--- config.mk ---
export PLATFORM = sky130hd
export DESIGN_NAME = five_square_digraph_cipher
export DESIGN_NICKNAME = d
export VERILOG_FILES = /design/src/sv/fsdc_pkg.sv /design/src/sv/five_square_digraph_cipher.sv /design/src/sv/fsdc_store.sv
export SDC_FILE = /design/constraint.sdc
export NUM_CORES = 1
export LEC_CHECK = 0
export BUFFER_PORTS_ARGS = -buffer_cell sky130_fd_sc_hd__buf_2
export CAP_MARGIN = 10
export CELL_PAD_IN_SITES_DETAIL_PLACEMENT = 0
export CELL_PAD_IN_SITES_GLOBAL_PLACEMENT = 2
export CORE_MARGIN = 3
export CORE_UTILIZATION = 41
export CTS_BUF_LIST = sky130_fd_sc_hd__clkbuf_16
export CTS_CLUSTER_SIZE = 25
export DETAILED_ROUTE_END_ITERATION = 8
export PLACE_DENSITY_LB_ADDON = 0.08
export SLEW_MARGIN = 5
export SYNTH_ARGS = -nofsm -noshare
export SYNTH_HDL_FRONTEND = slang
export SYNTH_HIERARCHICAL = 1
export SYNTH_SLANG_ARGS = --single-unit
export TNS_END_PERCENT = 20
--- constraint.sdc ---
create_clock -name clk -period 5.4 [get_ports clk]
set_input_delay 0.27 -clock clk [delete_from_list [all_inputs] [get_ports clk]]
set_output_delay 0.27 -clock clk [all_outputs]
set_load 0.1 [all_outputs]
--- src/sv/fsdc_pkg.sv ---
`timescale 1ns / 1ps

package fsdc_pkg;

  localparam int Side    = 5;
  localparam int Cells   = 25;
  localparam int Letters = 26;

  localparam logic [4:0] LetterJ    = 5'd9;
  localparam logic [4:0] LastLetter = 5'd25;
  localparam logic [4:0] FullCount  = 5'd25;

  localparam logic [7:0] CharUpA = 8'h41;
  localparam logic [7:0] CharUpZ = 8'h5A;
  localparam logic [7:0] CharLoA = 8'h61;
  localparam logic [7:0] CharLoZ = 8'h7A;
  localparam logic [7:0] CharUpI = 8'h49;
  localparam logic [7:0] CharUpJ = 8'h4A;
  localparam logic [7:0] CaseGap = 8'h20;

  localparam logic [1:0] FuncClear = 2'd0;
  localparam logic [1:0] FuncKey   = 2'd1;
  localparam logic [1:0] FuncFill  = 2'd2;
  localparam logic [1:0] FuncPair  = 2'd3;

  typedef enum logic [3:0] {
    S_IDLE,
    S_EXEC,
    S_FILL,
    S_POS_A,
    S_POS_B,
    S_SQ_A,
    S_SQ_B,
    S_SQ_LAST,
    S_DONE
  } state_t;

  typedef struct packed {
    logic       clear;
    logic       place;
    logic [4:0] place_idx;
    logic [4:0] pos_raddr;
    logic [4:0] sq_raddr;
  } store_req_t;

  typedef struct packed {
    logic [25:0] present;
    logic        full;
  } store_stat_t;

  // Uppercase a-z and fold J into I.
  function automatic logic [7:0] norm_char(input logic [7:0] c);
    logic [7:0] u;
    begin
      u = c;
      if (c >= CharLoA && c <= CharLoZ) begin
        u = c - CaseGap;
      end
      if (u == CharUpJ) begin
        u = CharUpI;
      end
      return u;
    end
  endfunction

  function automatic logic is_letter(input logic [7:0] c);
    return (c >= CharUpA) && (c <= CharUpZ);
  endfunction

  function automatic logic [4:0] letter_idx(input logic [7:0] c);
    logic [7:0] d;
    begin
      d = c - CharUpA;
      return d[4:0];
    end
  endfunction

  function automatic logic [2:0] row_of(input logic [4:0] p);
    logic [2:0] r;
    begin
      if (p >= 5'd20) begin
        r = 3'd4;
      end else if (p >= 5'd15) begin
        r = 3'd3;
      end else if (p >= 5'd10) begin
        r = 3'd2;
      end else if (p >= 5'd5) begin
        r = 3'd1;
      end else begin
        r = 3'd0;
      end
      return r;
    end
  endfunction

  // Cell in the row of p_row and the column of p_col.
  function automatic logic [4:0] cell_of(input logic [4:0] p_row, input logic [4:0] p_col);
    logic [2:0] r;
    logic [2:0] rc;
    logic [4:0] base_r;
    logic [4:0] base_c;
    logic [4:0] col;
    begin
      r      = row_of(p_row);
      rc     = row_of(p_col);
      base_r = {r, 2'b00} + {2'b00, r};
      base_c = {rc, 2'b00} + {2'b00, rc};
      col    = p_col - base_c;
      return base_r + col;
    end
  endfunction

endpackage

--- src/sv/five_square_digraph_cipher.sv ---
`timescale 1ns / 1ps

// Clear, keyword, lone character and unmatched pair go from the execute state straight to
// out_strobe; a pair found in the square first takes two position reads and then two
// square reads (memories with one read port each); alphabet completion places one
// letter per cycle first. One request at a time: busy drops the cycle after out_strobe;
// the receiver cannot stall the block. Synchronous active-low reset empties the square;
// stored cells are undefined until placed.
module five_square_digraph_cipher (
  input  logic       clk,
  input  logic       rst_n,
  input  logic       start,
  output logic       busy,
  input  logic [1:0] in_func,
  input  logic [7:0] in_first_char,
  input  logic [7:0] in_second_char,
  input  logic       in_second_present,
  output logic       out_strobe,
  output logic [7:0] out_first,
  output logic [7:0] out_second,
  output logic       out_second_valid,
  output logic       out_square_full
);

  fsdc_pkg::state_t      state_r, state_nxt;
  fsdc_pkg::store_req_t  req;
  fsdc_pkg::store_stat_t stat;

  logic [4:0] pos_rdata;
  logic [4:0] sq_rdata;

  logic [1:0] func_r;
  logic [7:0] c1_r;
  logic [7:0] c2_r;
  logic       sp_r;
  logic [4:0] k_r;
  logic [4:0] pa_r;
  logic [4:0] pb_r;
  logic [7:0] o1_r;
  logic [7:0] o2_r;
  logic       valid_r;

  logic [7:0] s_ch;
  logic [7:0] t_ch;
  logic [4:0] ia;
  logic [4:0] ib;
  logic       pair_hit;

  assign s_ch     = fsdc_pkg::norm_char(c1_r);
  assign t_ch     = fsdc_pkg::norm_char(c2_r);
  assign ia       = fsdc_pkg::letter_idx(s_ch);
  assign ib       = fsdc_pkg::letter_idx(t_ch);
  assign pair_hit = fsdc_pkg::is_letter(s_ch) && fsdc_pkg::is_letter(t_ch) &&
                    stat.present[ia] && stat.present[ib];

  fsdc_store u_store (
    .clk       (clk),
    .rst_n     (rst_n),
    .req       (req),
    .stat      (stat),
    .pos_rdata (pos_rdata),
    .sq_rdata  (sq_rdata)
  );

  always_ff @(posedge clk) begin
    if (!rst_n) begin
      state_r <= fsdc_pkg::S_IDLE;
    end else begin
      state_r <= state_nxt;
    end
  end

  always_comb begin
    state_nxt = state_r;
    case (state_r)
      fsdc_pkg::S_IDLE: begin
        if (start) begin
          state_nxt = fsdc_pkg::S_EXEC;
        end
      end
      fsdc_pkg::S_EXEC: begin
        case (func_r)
          fsdc_pkg::FuncFill: state_nxt = fsdc_pkg::S_FILL;
          fsdc_pkg::FuncPair: state_nxt = (sp_r && pair_hit) ? fsdc_pkg::S_POS_A
                                                              : fsdc_pkg::S_DONE;
          default:            state_nxt = fsdc_pkg::S_DONE;
        endcase
      end
      fsdc_pkg::S_FILL: begin
        if (k_r == fsdc_pkg::LastLetter) begin
          state_nxt = fsdc_pkg::S_DONE;
        end
      end
      fsdc_pkg::S_POS_A:   state_nxt = fsdc_pkg::S_POS_B;
      fsdc_pkg::S_POS_B:   state_nxt = fsdc_pkg::S_SQ_A;
      fsdc_pkg::S_SQ_A:    state_nxt = fsdc_pkg::S_SQ_B;
      fsdc_pkg::S_SQ_B:    state_nxt = fsdc_pkg::S_SQ_LAST;
      fsdc_pkg::S_SQ_LAST: state_nxt = fsdc_pkg::S_DONE;
      fsdc_pkg::S_DONE:    state_nxt = fsdc_pkg::S_IDLE;
      default:             state_nxt = fsdc_pkg::S_IDLE;
    endcase
  end

  always_comb begin
    req = '0;
    case (state_r)
      fsdc_pkg::S_EXEC: begin
        req.clear     = (func_r == fsdc_pkg::FuncClear);
        req.place     = (func_r == fsdc_pkg::FuncKey) && fsdc_pkg::is_letter(s_ch);
        req.place_idx = ia;
      end
      fsdc_pkg::S_FILL: begin
        req.place     = (k_r != fsdc_pkg::LetterJ);
        req.place_idx = k_r;
      end
      fsdc_pkg::S_POS_A: req.pos_raddr = ia;
      fsdc_pkg::S_POS_B: req.pos_raddr = ib;
      // pos_rdata holds the second letter's cell here
      fsdc_pkg::S_SQ_A:  req.sq_raddr = fsdc_pkg::cell_of(pa_r, pos_rdata);
      fsdc_pkg::S_SQ_B:  req.sq_raddr = fsdc_pkg::cell_of(pb_r, pa_r);
      default:           req = '0;
    endcase
  end

  always_ff @(posedge clk) begin
    case (state_r)
      fsdc_pkg::S_IDLE: begin
        if (start) begin
          func_r <= in_func;
          c1_r   <= in_first_char;
          c2_r   <= in_second_char;
          sp_r   <= in_second_present;
        end
      end
      fsdc_pkg::S_EXEC: begin
        k_r     <= '0;
        o1_r    <= '0;
        o2_r    <= '0;
        valid_r <= 1'b0;
        if (func_r == fsdc_pkg::FuncPair) begin
          if (!sp_r) begin
            o1_r <= c1_r;
          end else begin
            o1_r    <= s_ch;
            o2_r    <= t_ch;
            valid_r <= 1'b1;
          end
        end
      end
      fsdc_pkg::S_FILL:    k_r  <= k_r + 5'd1;
      fsdc_pkg::S_POS_B:   pa_r <= pos_rdata;
      fsdc_pkg::S_SQ_A:    pb_r <= pos_rdata;
      fsdc_pkg::S_SQ_B:    o1_r <= fsdc_pkg::CharUpA + {3'b000, sq_rdata};
      fsdc_pkg::S_SQ_LAST: o2_r <= fsdc_pkg::CharUpA + {3'b000, sq_rdata};
      default: begin
      end
    endcase
  end

  assign busy             = (state_r != fsdc_pkg::S_IDLE);
  assign out_strobe       = (state_r == fsdc_pkg::S_DONE);
  assign out_first        = o1_r;
  assign out_second       = o2_r;
  assign out_second_valid = valid_r;
  assign out_square_full  = stat.full;

`ifndef SYNTH
  a_accept_busy: assert property (@(posedge clk) disable iff (!rst_n)
    (start && !busy) |=> busy)
    else $error("accepted request did not raise busy");

  a_strobe_single: assert property (@(posedge clk) disable iff (!rst_n)
    out_strobe |=> (!out_strobe && !busy))
    else $error("result strobe not followed by idle");

  a_valid_pair_only: assert property (@(posedge clk) disable iff (!rst_n)
    (out_strobe && out_second_valid) |-> (func_r == fsdc_pkg::FuncPair && sp_r))
    else $error("second character flagged for a non-pair request");

  a_fill_cleared: assert property (@(posedge clk) disable iff (!rst_n)
    (state_r == fsdc_pkg::S_EXEC && func_r == fsdc_pkg::FuncClear) |=> !out_square_full)
    else $error("square still full after clear");
`endif

endmodule

--- src/sv/fsdc_store.sv ---
`timescale 1ns / 1ps

module fsdc_store (
  input  logic                 clk,
  input  logic                 rst_n,
  input  fsdc_pkg::store_req_t req,
  output fsdc_pkg::store_stat_t stat,
  output logic [4:0]           pos_rdata,
  output logic [4:0]           sq_rdata
);

  logic [25:0] present_r;
  logic [4:0]  fill_r;
  logic [4:0]  sq_mem [fsdc_pkg::Cells];
  logic [4:0]  pos_mem [fsdc_pkg::Letters];
  logic [4:0]  pos_rdata_r;
  logic [4:0]  sq_rdata_r;
  logic        do_place;

  // Skip letters already placed and anything once the square is full.
  assign do_place = req.place && (req.place_idx <= fsdc_pkg::LastLetter) &&
                    !present_r[req.place_idx] && (fill_r < fsdc_pkg::FullCount);

  always_ff @(posedge clk) begin
    if (!rst_n) begin
      present_r <= '0;
      fill_r    <= '0;
    end else if (req.clear) begin
      present_r <= '0;
      fill_r    <= '0;
    end else if (do_place) begin
      present_r[req.place_idx] <= 1'b1;
      fill_r                   <= fill_r + 5'd1;
    end
  end

  always_ff @(posedge clk) begin
    if (do_place) begin
      sq_mem[fill_r]         <= req.place_idx;
      pos_mem[req.place_idx] <= fill_r;
    end
    sq_rdata_r  <= sq_mem[req.sq_raddr];
    pos_rdata_r <= pos_mem[req.pos_raddr];
  end

  assign stat.present = present_r;
  assign stat.full    = (fill_r == fsdc_pkg::FullCount);
  assign pos_rdata    = pos_rdata_r;
  assign sq_rdata     = sq_rdata_r;

endmodule

==> results.yml, run 1 <==
timing:
  slew_headroom_pct: 22.7
  finClkSkew_ps: 25.5
  tightest_slew_ps: 1160
  fin_crit_ps: 5000
  finalWorstSetupSlack_ps: 401
  setup_tns_ps: 0
  hold_slack_ps: 41.5
  hold_viol: 0
  timing.fmax_ghz: 0.200
  slew_viol_final: 0
  fin_crit_sh_pct: 92.6
  rsz0062_at_grt: "false"
  setup-violations-final: 0
place:
  finalWeightedCongestion: 0.785
  dp_hpwl_um: 27300
  portBuffers: 41
  pre_cts_ws_ps: 390
worst_setup_path:
  cp_top_family: "adder cells"
  end_kind: "register"
  crit_chain: "inv_1, maj3_1, a221oi_1, inv_1, nand2b_1, inv_1, ha_1, inv_1, fa_1, inv_1, fa_1, inv_1, ha_1, fa_1, xnor2_1, xnor2_1, xnor2_1, o21ai_0, mux4_2"
  crit_type: "register to register"
  cpMaxStageDelayCell: "o21ai_0"
  crit_fanout: 5
  crit_path_frequent_cell: "inv_1"
  required_ps: 5830
  slowest_delay_ps: 760
  cp.arrival_ps: 5430
  critical_path_buf_inv_count: 6
  worstSetupStartpointType: "register"
  r2r_slack_ps: 400
logic_synthesis:
  synth_edf_count: 306
  synth_cell_types: 85
  syn_nets: 1127
  synthArstFlopShare_pct: 0
  synth_cells: 1066
  ys.flop_type: "edfxtp_1"
  yosys_warnings: 6
  syn_area_sq_mm: 0.0162
  synthesis.area_per_instance_sq_um: 15.2
  ys_ff_latch: 351
  yosysSeqAreaShare_pct: 62.1
floorplan:
  io_pins: 42
  die_width_um: 205
  start_util_pct: 41.7
  die_h_um: 205
  rows: 72
  core_sq_mm: 0.0389
  die_area_sq_mm: 0.0420
finish:
  drive_above_1_share_pct: 23.9
  multi_input_area_sq_mm: 0.00574
  seqCellArea_sq_mm: 0.0101
  fin_nets: 1224
  syn_to_final_growth_pct: 15.6
  fill_cells: 3454
  diodes: 0
  fin_util_pct: 48.2
clock_tree:
  clkTransAtPathRegs_ps: 60
  cts_root_buf: "clkbuf_16"
  cts_buffers: 41
  htree_levels: 2
  clk_latency_ps: 570
  ctsResizeCount: 0
  cts_tree: "done"
  clock-sinks: 351
  clockBufferDepth: 3
  post_cts_buffers: 0
power_and_ir_drop:
  combinationalPowerShare_pct: 14.4
  p_sw_mw: 1.87
  p_leak_nw: 6.44
  vdd_drop_max_uv: 259
  p_clk_share_pct: 39.2
  powerDensity_mw_per_mm2: 362
  power_switching_share_pct: 27.6
  pwr-share-seq_pct: 46.5
  p_int_mw: 4.92
route:
  drtIter0Drc: 775
  ant_nets: 0
  routed_wl_um: 39200
  drt_pass1_iterations: 5
  wire_per_inst_um: 22.9
  drcViolationCount: 0
  viasPerCell: 5.54
  vias: 9476
grt:
  grtUsageMet2_pct: 30.3
  gr-usage-all-layers_pct: 19.1
  globalRouteMet3Util_pct: 2.67
  grt_max_degree: 37
  grt_pass1_wl_um: 60100
  use_met1_pct: 27.2
  grt_pass1_vias: 9546
  top_usage_layer: "met2"
  grt_antenna_before_repair: 1
  grt.overflow.total: 0
job:
  max-cap-violations: 0
run_status:
  status: "finished clean"
worst_hold_path:
  hold_path.class: "input pin to register"
==> what timing repair did <==
item	4_1_cts	5_1_grt
endpoints found under the setup margin	0	0
hold buffers	19	0
hold endpoints to repair	19	0
==> cell families (layout without fill, tap and decap cells) <==
| logic type | Yosys count | in the layout | share of synthesized area, % |
|---|---|---|---|
| simple gates | 277 | 277 | 9.33 |
| compound gates | 147 | 147 | 6.89 |
| buf+inv | 102 | 230 | 2.92 |
| mux | 123 | 123 | 13.8 |
| xor+xnor | 25 | 25 | 1.39 |
| fa+ha+maj | 41 | 41 | 3.59 |
| flops | 351 | 351 | 62.1 |
==> layout by cell type, fill, tap and decap left out, drive strengths merged, types with 4 or more instances in the layout <==
cell type and n:
mux2i 21, a32o 29, fa 10, nor4b 4, clkbuf 42, dlygate4sd3 19, a211oi 9, edfxtp 306
o31ai 4, o22ai 6, nand3 24, inv 54, nand2 53, nand3b 4, and3 33, a21oi 24
o21ai 28, nand2b 13, nor2 54, xnor2 15, buf 94, a31o 4, nor3b 11, o21a 6
mux2 25, dfxtp 45, mux4 77, nor2b 12, clkinv 16, ha 29, nor4 4, and2 4
nor3 43, xor2 10
==> worst paths after layout <==
check | start | end | depth (start not counted)
hold reg to reg | u_store/present_r[2] | u_store/present_r[2] | 1
setup / recovery | pa_r[3] | u_store/sq_rdata[2] | 19
hold / removal | rst_n | state_r[1] | 3
setup reg to reg | pa_r[3] | u_store/sq_rdata[2] | 19
==> through the flow <==
step	area (sq um)	power, mW	cells
after floorplan	16200	3.89	1066
after global placement	17300	4.18	1619
after detailed placement	17300	4.18	1619
after CTS	18800	6.88	1712
after global routing	18800	7.08	1712
final	18800	6.79	1712
==> area by class of cell <==
class | instances | share of cell area, %
Clock buffer | 42 | 5.60
Clock inverter | 32 | 1.35
Inverter | 43 | 0.860
Multi-Input combinational cell | 613 | 30.6
Sequential cell | 351 | 53.7
Tap cell | 518 | 3.45
Timing Repair Buffer | 113 | 4.43
==> worst register-to-register path, cell delays in order, from the launching register on <==
cell,delay [ps]
edfxtp_1,410
inv_1,90
maj3_1,350
a221oi_1,400
inv_1,130
nand2b_1,120
inv_1,60
ha_1,170
inv_1,60
fa_1,400
inv_1,100
fa_1,180
inv_1,50
ha_1,180
fa_1,370
xnor2_1,140
xnor2_1,190
xnor2_1,100
o21ai_0,760
mux4_2,600
==> cell usage after synthesis, types with 11 or more instances <==
| master | instances | area, sq um |
|---|---|---|
| edfxtp_1 | 306 | 9190 |
| mux4_2 | 75 | 1690 |
| nor2_1 | 53 | 199 |
| nand2_1 | 52 | 195 |
| dfxtp_1 | 45 | 901 |
| inv_1 | 43 | 161 |
| nor3_1 | 42 | 210 |
| and3_1 | 33 | 206 |
| a32o_1 | 29 | 290 |
| clkbuf_1 | 29 | 109 |
| ha_1 | 29 | 363 |
| o21ai_0 | 26 | 130 |
| a21oi_1 | 24 | 120 |
| mux2_2 | 23 | 259 |
| nand3_1 | 23 | 115 |
| mux2i_1 | 21 | 210 |
| xnor2_1 | 15 | 131 |
| nand2b_1 | 13 | 81.3 |
| nor2b_1 | 12 | 75.1 |
| nor3b_1 | 11 | 82.6 |
==> registers in the layout (all words and copies together), names as in the netlist, 2 cells and up <==
name,flops
u_store/pos_mem,130
func_r,2
u_store/sq_mem,125
c1_r,8
state_r,4
pa_r,5
u_store/present_r,26
c2_r,8
out_second,8
out_first,8
u_store/fill_r,5
k_r,5
u_store/sq_rdata,5
u_store/pos_rdata,5
pb_r,5
==> per-layer routing <==
metal,vias up,wire [um]
met1,4799,18000
li1,4412,-
met3,60,1530
met5,-,0
met4,0,1100
met2,205,18600
==> power groups by stage <==
| stage | Combinational, mW | Clock, mW | Sequential, mW |
|---|---|---|---|
| after floorplan | 0.569 | 0 | 3.32 |
| after global placement | 0.966 | 0 | 3.21 |
| after detailed placement | 0.967 | 0 | 3.21 |
| after CTS | 0.981 | 2.74 | 3.16 |
| after global routing | 1.06 | 2.86 | 3.16 |
| final | 0.976 | 2.66 | 3.15 |
Note: power is estimated with default switching activity, not from simulation.
==> run 2, diff against run 1 <==
CTS_BUF_LIST = default   (was sky130_fd_sc_hd__clkbuf_16)
==> results.yml, run 2 (synthesis gave the netlist of run 1 again) <==
floorplan:
  core_sq_mm: 0.0389
  rows: 72
  die_area_sq_mm: 0.0420
  io_pins: 42
  die_width_um: 205
  die_h_um: 205
  start_util_pct: 41.7
grt:
  grt_antenna_before_repair: 1
  grt_pass1_wl_um: 60100
  grt.overflow.total: 0
  grt_pass1_vias: 9544
  grt_max_degree: 37
  gr-usage-all-layers_pct: 19.1
timing:
  fin_crit_ps: 5010
  finClkSkew_ps: 26.0
  setup-violations-final: 0
  rsz0062_at_grt: "false"
  hold_viol: 0
  setup_tns_ps: 0
  fin_crit_sh_pct: 92.8
  tightest_slew_ps: 1160
  slew_viol_final: 0
  slew_headroom_pct: 22.8
  timing.fmax_ghz: 0.200
power_and_ir_drop:
  vdd_drop_max_uv: 259
  p_int_mw: 4.96
  combinationalPowerShare_pct: 14.3
  powerDensity_mw_per_mm2: 364
  p_leak_nw: 6.42
  p_sw_mw: 1.87
  power_switching_share_pct: 27.4
  pwr-share-seq_pct: 46.1
  p_clk_share_pct: 39.6
worst_setup_path:
  cp_top_family: "adder cells"
  crit_path_frequent_cell: "inv_1"
  cpMaxStageDelayCell: "o21ai_0"
  required_ps: 5830
  cp.arrival_ps: 5440
  crit_fanout: 5
  slowest_delay_ps: 760
  rr_startpoint: "pa_r[3]"
  end_kind: "register"
  reg2reg_depth: 19
  reg2reg_to: "u_store/sq_rdata[2]"
  critPathLaunch: "pa_r[3]"
  critical_path_buf_inv_count: 6
  crit_type: "register to register"
  r2r_slack_ps: 390
  crit_chain: "inv_1, maj3_1, a221oi_1, inv_1, nand2b_1, inv_1, ha_1, inv_1, fa_1, inv_1, fa_1, inv_1, ha_1, fa_1, xnor2_1, xnor2_1, xnor2_1, o21ai_0, mux4_2"
  worstSetupStartpointType: "register"
route:
  drcViolationCount: 0
  wire_per_inst_um: 23.0
  ant_nets: 0
  routed_wl_um: 39300
  viasPerCell: 5.53
  vias: 9471
  drt_pass1_iterations: 5
  drtIter0Drc: 782
clock_tree:
  cts_root_buf: "clkbuf_16"
  cts_buffers: 41
  htree_levels: 2
  clock-sinks: 351
  clkTransAtPathRegs_ps: 60
  post_cts_buffers: 0
  cts_tree: "done"
  clockBufferDepth: 3
  postCtsHoldBufs: 19
  ctsResizeCount: 0
  clk_latency_ps: 570
place:
  placed_cell_area_sq_mm: 0.0173
  finalWeightedCongestion: 0.785
  place_inst: 1619
  dp_hpwl_um: 27300
  portBuffers: 41
run_status:
  status: "finished clean"
finish:
  final_area_sq_mm: 0.0188
  stdcell_count: 1712
  reg.largest.list: "u_store/pos_mem: 130 flops, u_store/sq_mem: 125 flops, u_store/present_r: 26 flops"
  fill_cells: 3448
  final_cell_mix: "edfxtp_1, mux4_2, nand2_1"
  largest_register: "u_store/pos_mem"
  syn_to_final_growth_pct: 15.7
  largest_register_ff_count: 130
  diodes: 0
  fin_util_pct: 48.3
  layout_commonest_cell: "edfxtp_1"
  drive_above_1_share_pct: 24.0
  fin_nets: 1224
worst_hold_path:
  hold_path.class: "input pin to register"
  hp-start: "rst_n"
  holdPathStages: 3
  hold_end: "state_r[1]"
job:
  max-cap-violations: 0
run 2: cell count changes in the layout (fill, tap and decap cells not counted):
cell,previous run,this run
clkbuf_8,0,2
inv_1,52,43
clkinv_1,5,3
clkbuf_1,0,9
run 2: metal layers:
| layer | vias to the layer above | GRT usage, % | part of all wire [%] |
|---|---|---|---|
| met5 | - | 0 | 0 |
| met4 | 0 | 6.27 | 2.9 |
| met3 | 62 | 2.67 | 3.7 |
| met2 | 193 | 30.3 | 47 |
| met1 | 4797 | 27.3 | 46 |
| li1 | 4419 | - | - |
run 2: worst reg2reg max path, cell delays in order (launching register included):
cell,delay (ps)
edfxtp_1,410
inv_1,100
maj3_1,350
a221oi_1,400
inv_1,130
nand2b_1,120
inv_1,60
ha_1,170
inv_1,60
fa_1,400
inv_1,100
fa_1,180
inv_1,50
ha_1,180
fa_1,370
xnor2_1,140
xnor2_1,190
xnor2_1,100
o21ai_0,760
mux4_2,600
run 2: power groups by stage:
stage / registers, mW / clock network (mW) / logic, mW
floorplan: 3.32 / 0 / 0.569
global placement: 3.21 / 0 / 0.966
detailed placement: 3.21 / 0 / 0.967
CTS: 3.16 / 2.79 / 0.981
global route: 3.16 / 2.90 / 1.06
finish: 3.15 / 2.71 / 0.976
run 2: layout make-up:
| type | instances | area [sq um] | share of cell area, % |
|---|---|---|---|
| Clock buffer | 53 | 1110 | 5.92 |
| Clock inverter | 21 | 211 | 1.13 |
| Inverter | 43 | 161 | 0.859 |
| Multi-Input combinational cell | 613 | 5740 | 30.5 |
| Sequential cell | 351 | 10100 | 53.7 |
| Tap cell | 518 | 648 | 3.45 |
| Timing Repair Buffer | 113 | 831 | 4.42 |
run 2: stage by stage:
stage                     worst slack (ps)  hold slack [ps]  total power, mW
final                                  391             37.9             6.84
after global routing                  50.9             36.9             7.12
after CTS                              370             5.35             6.93
after detailed placement               390              448             4.18
after global placement                 467              447             4.18
after floorplan                        368              369             3.89
run 2: how the worst max path moves through the flow:
stage                                       end  slack [ps]  depth (start not counted)
after detailed placement    u_store/sq_rdata[2]         390                         19
after global placement      u_store/sq_rdata[3]         470                         16
after global routing        u_store/sq_rdata[3]          50                         19
final                       u_store/sq_rdata[2]         390                         19
after floorplan           u_store/pos_mem[0][0]         370                         14
after CTS                   u_store/sq_rdata[2]         370                         19
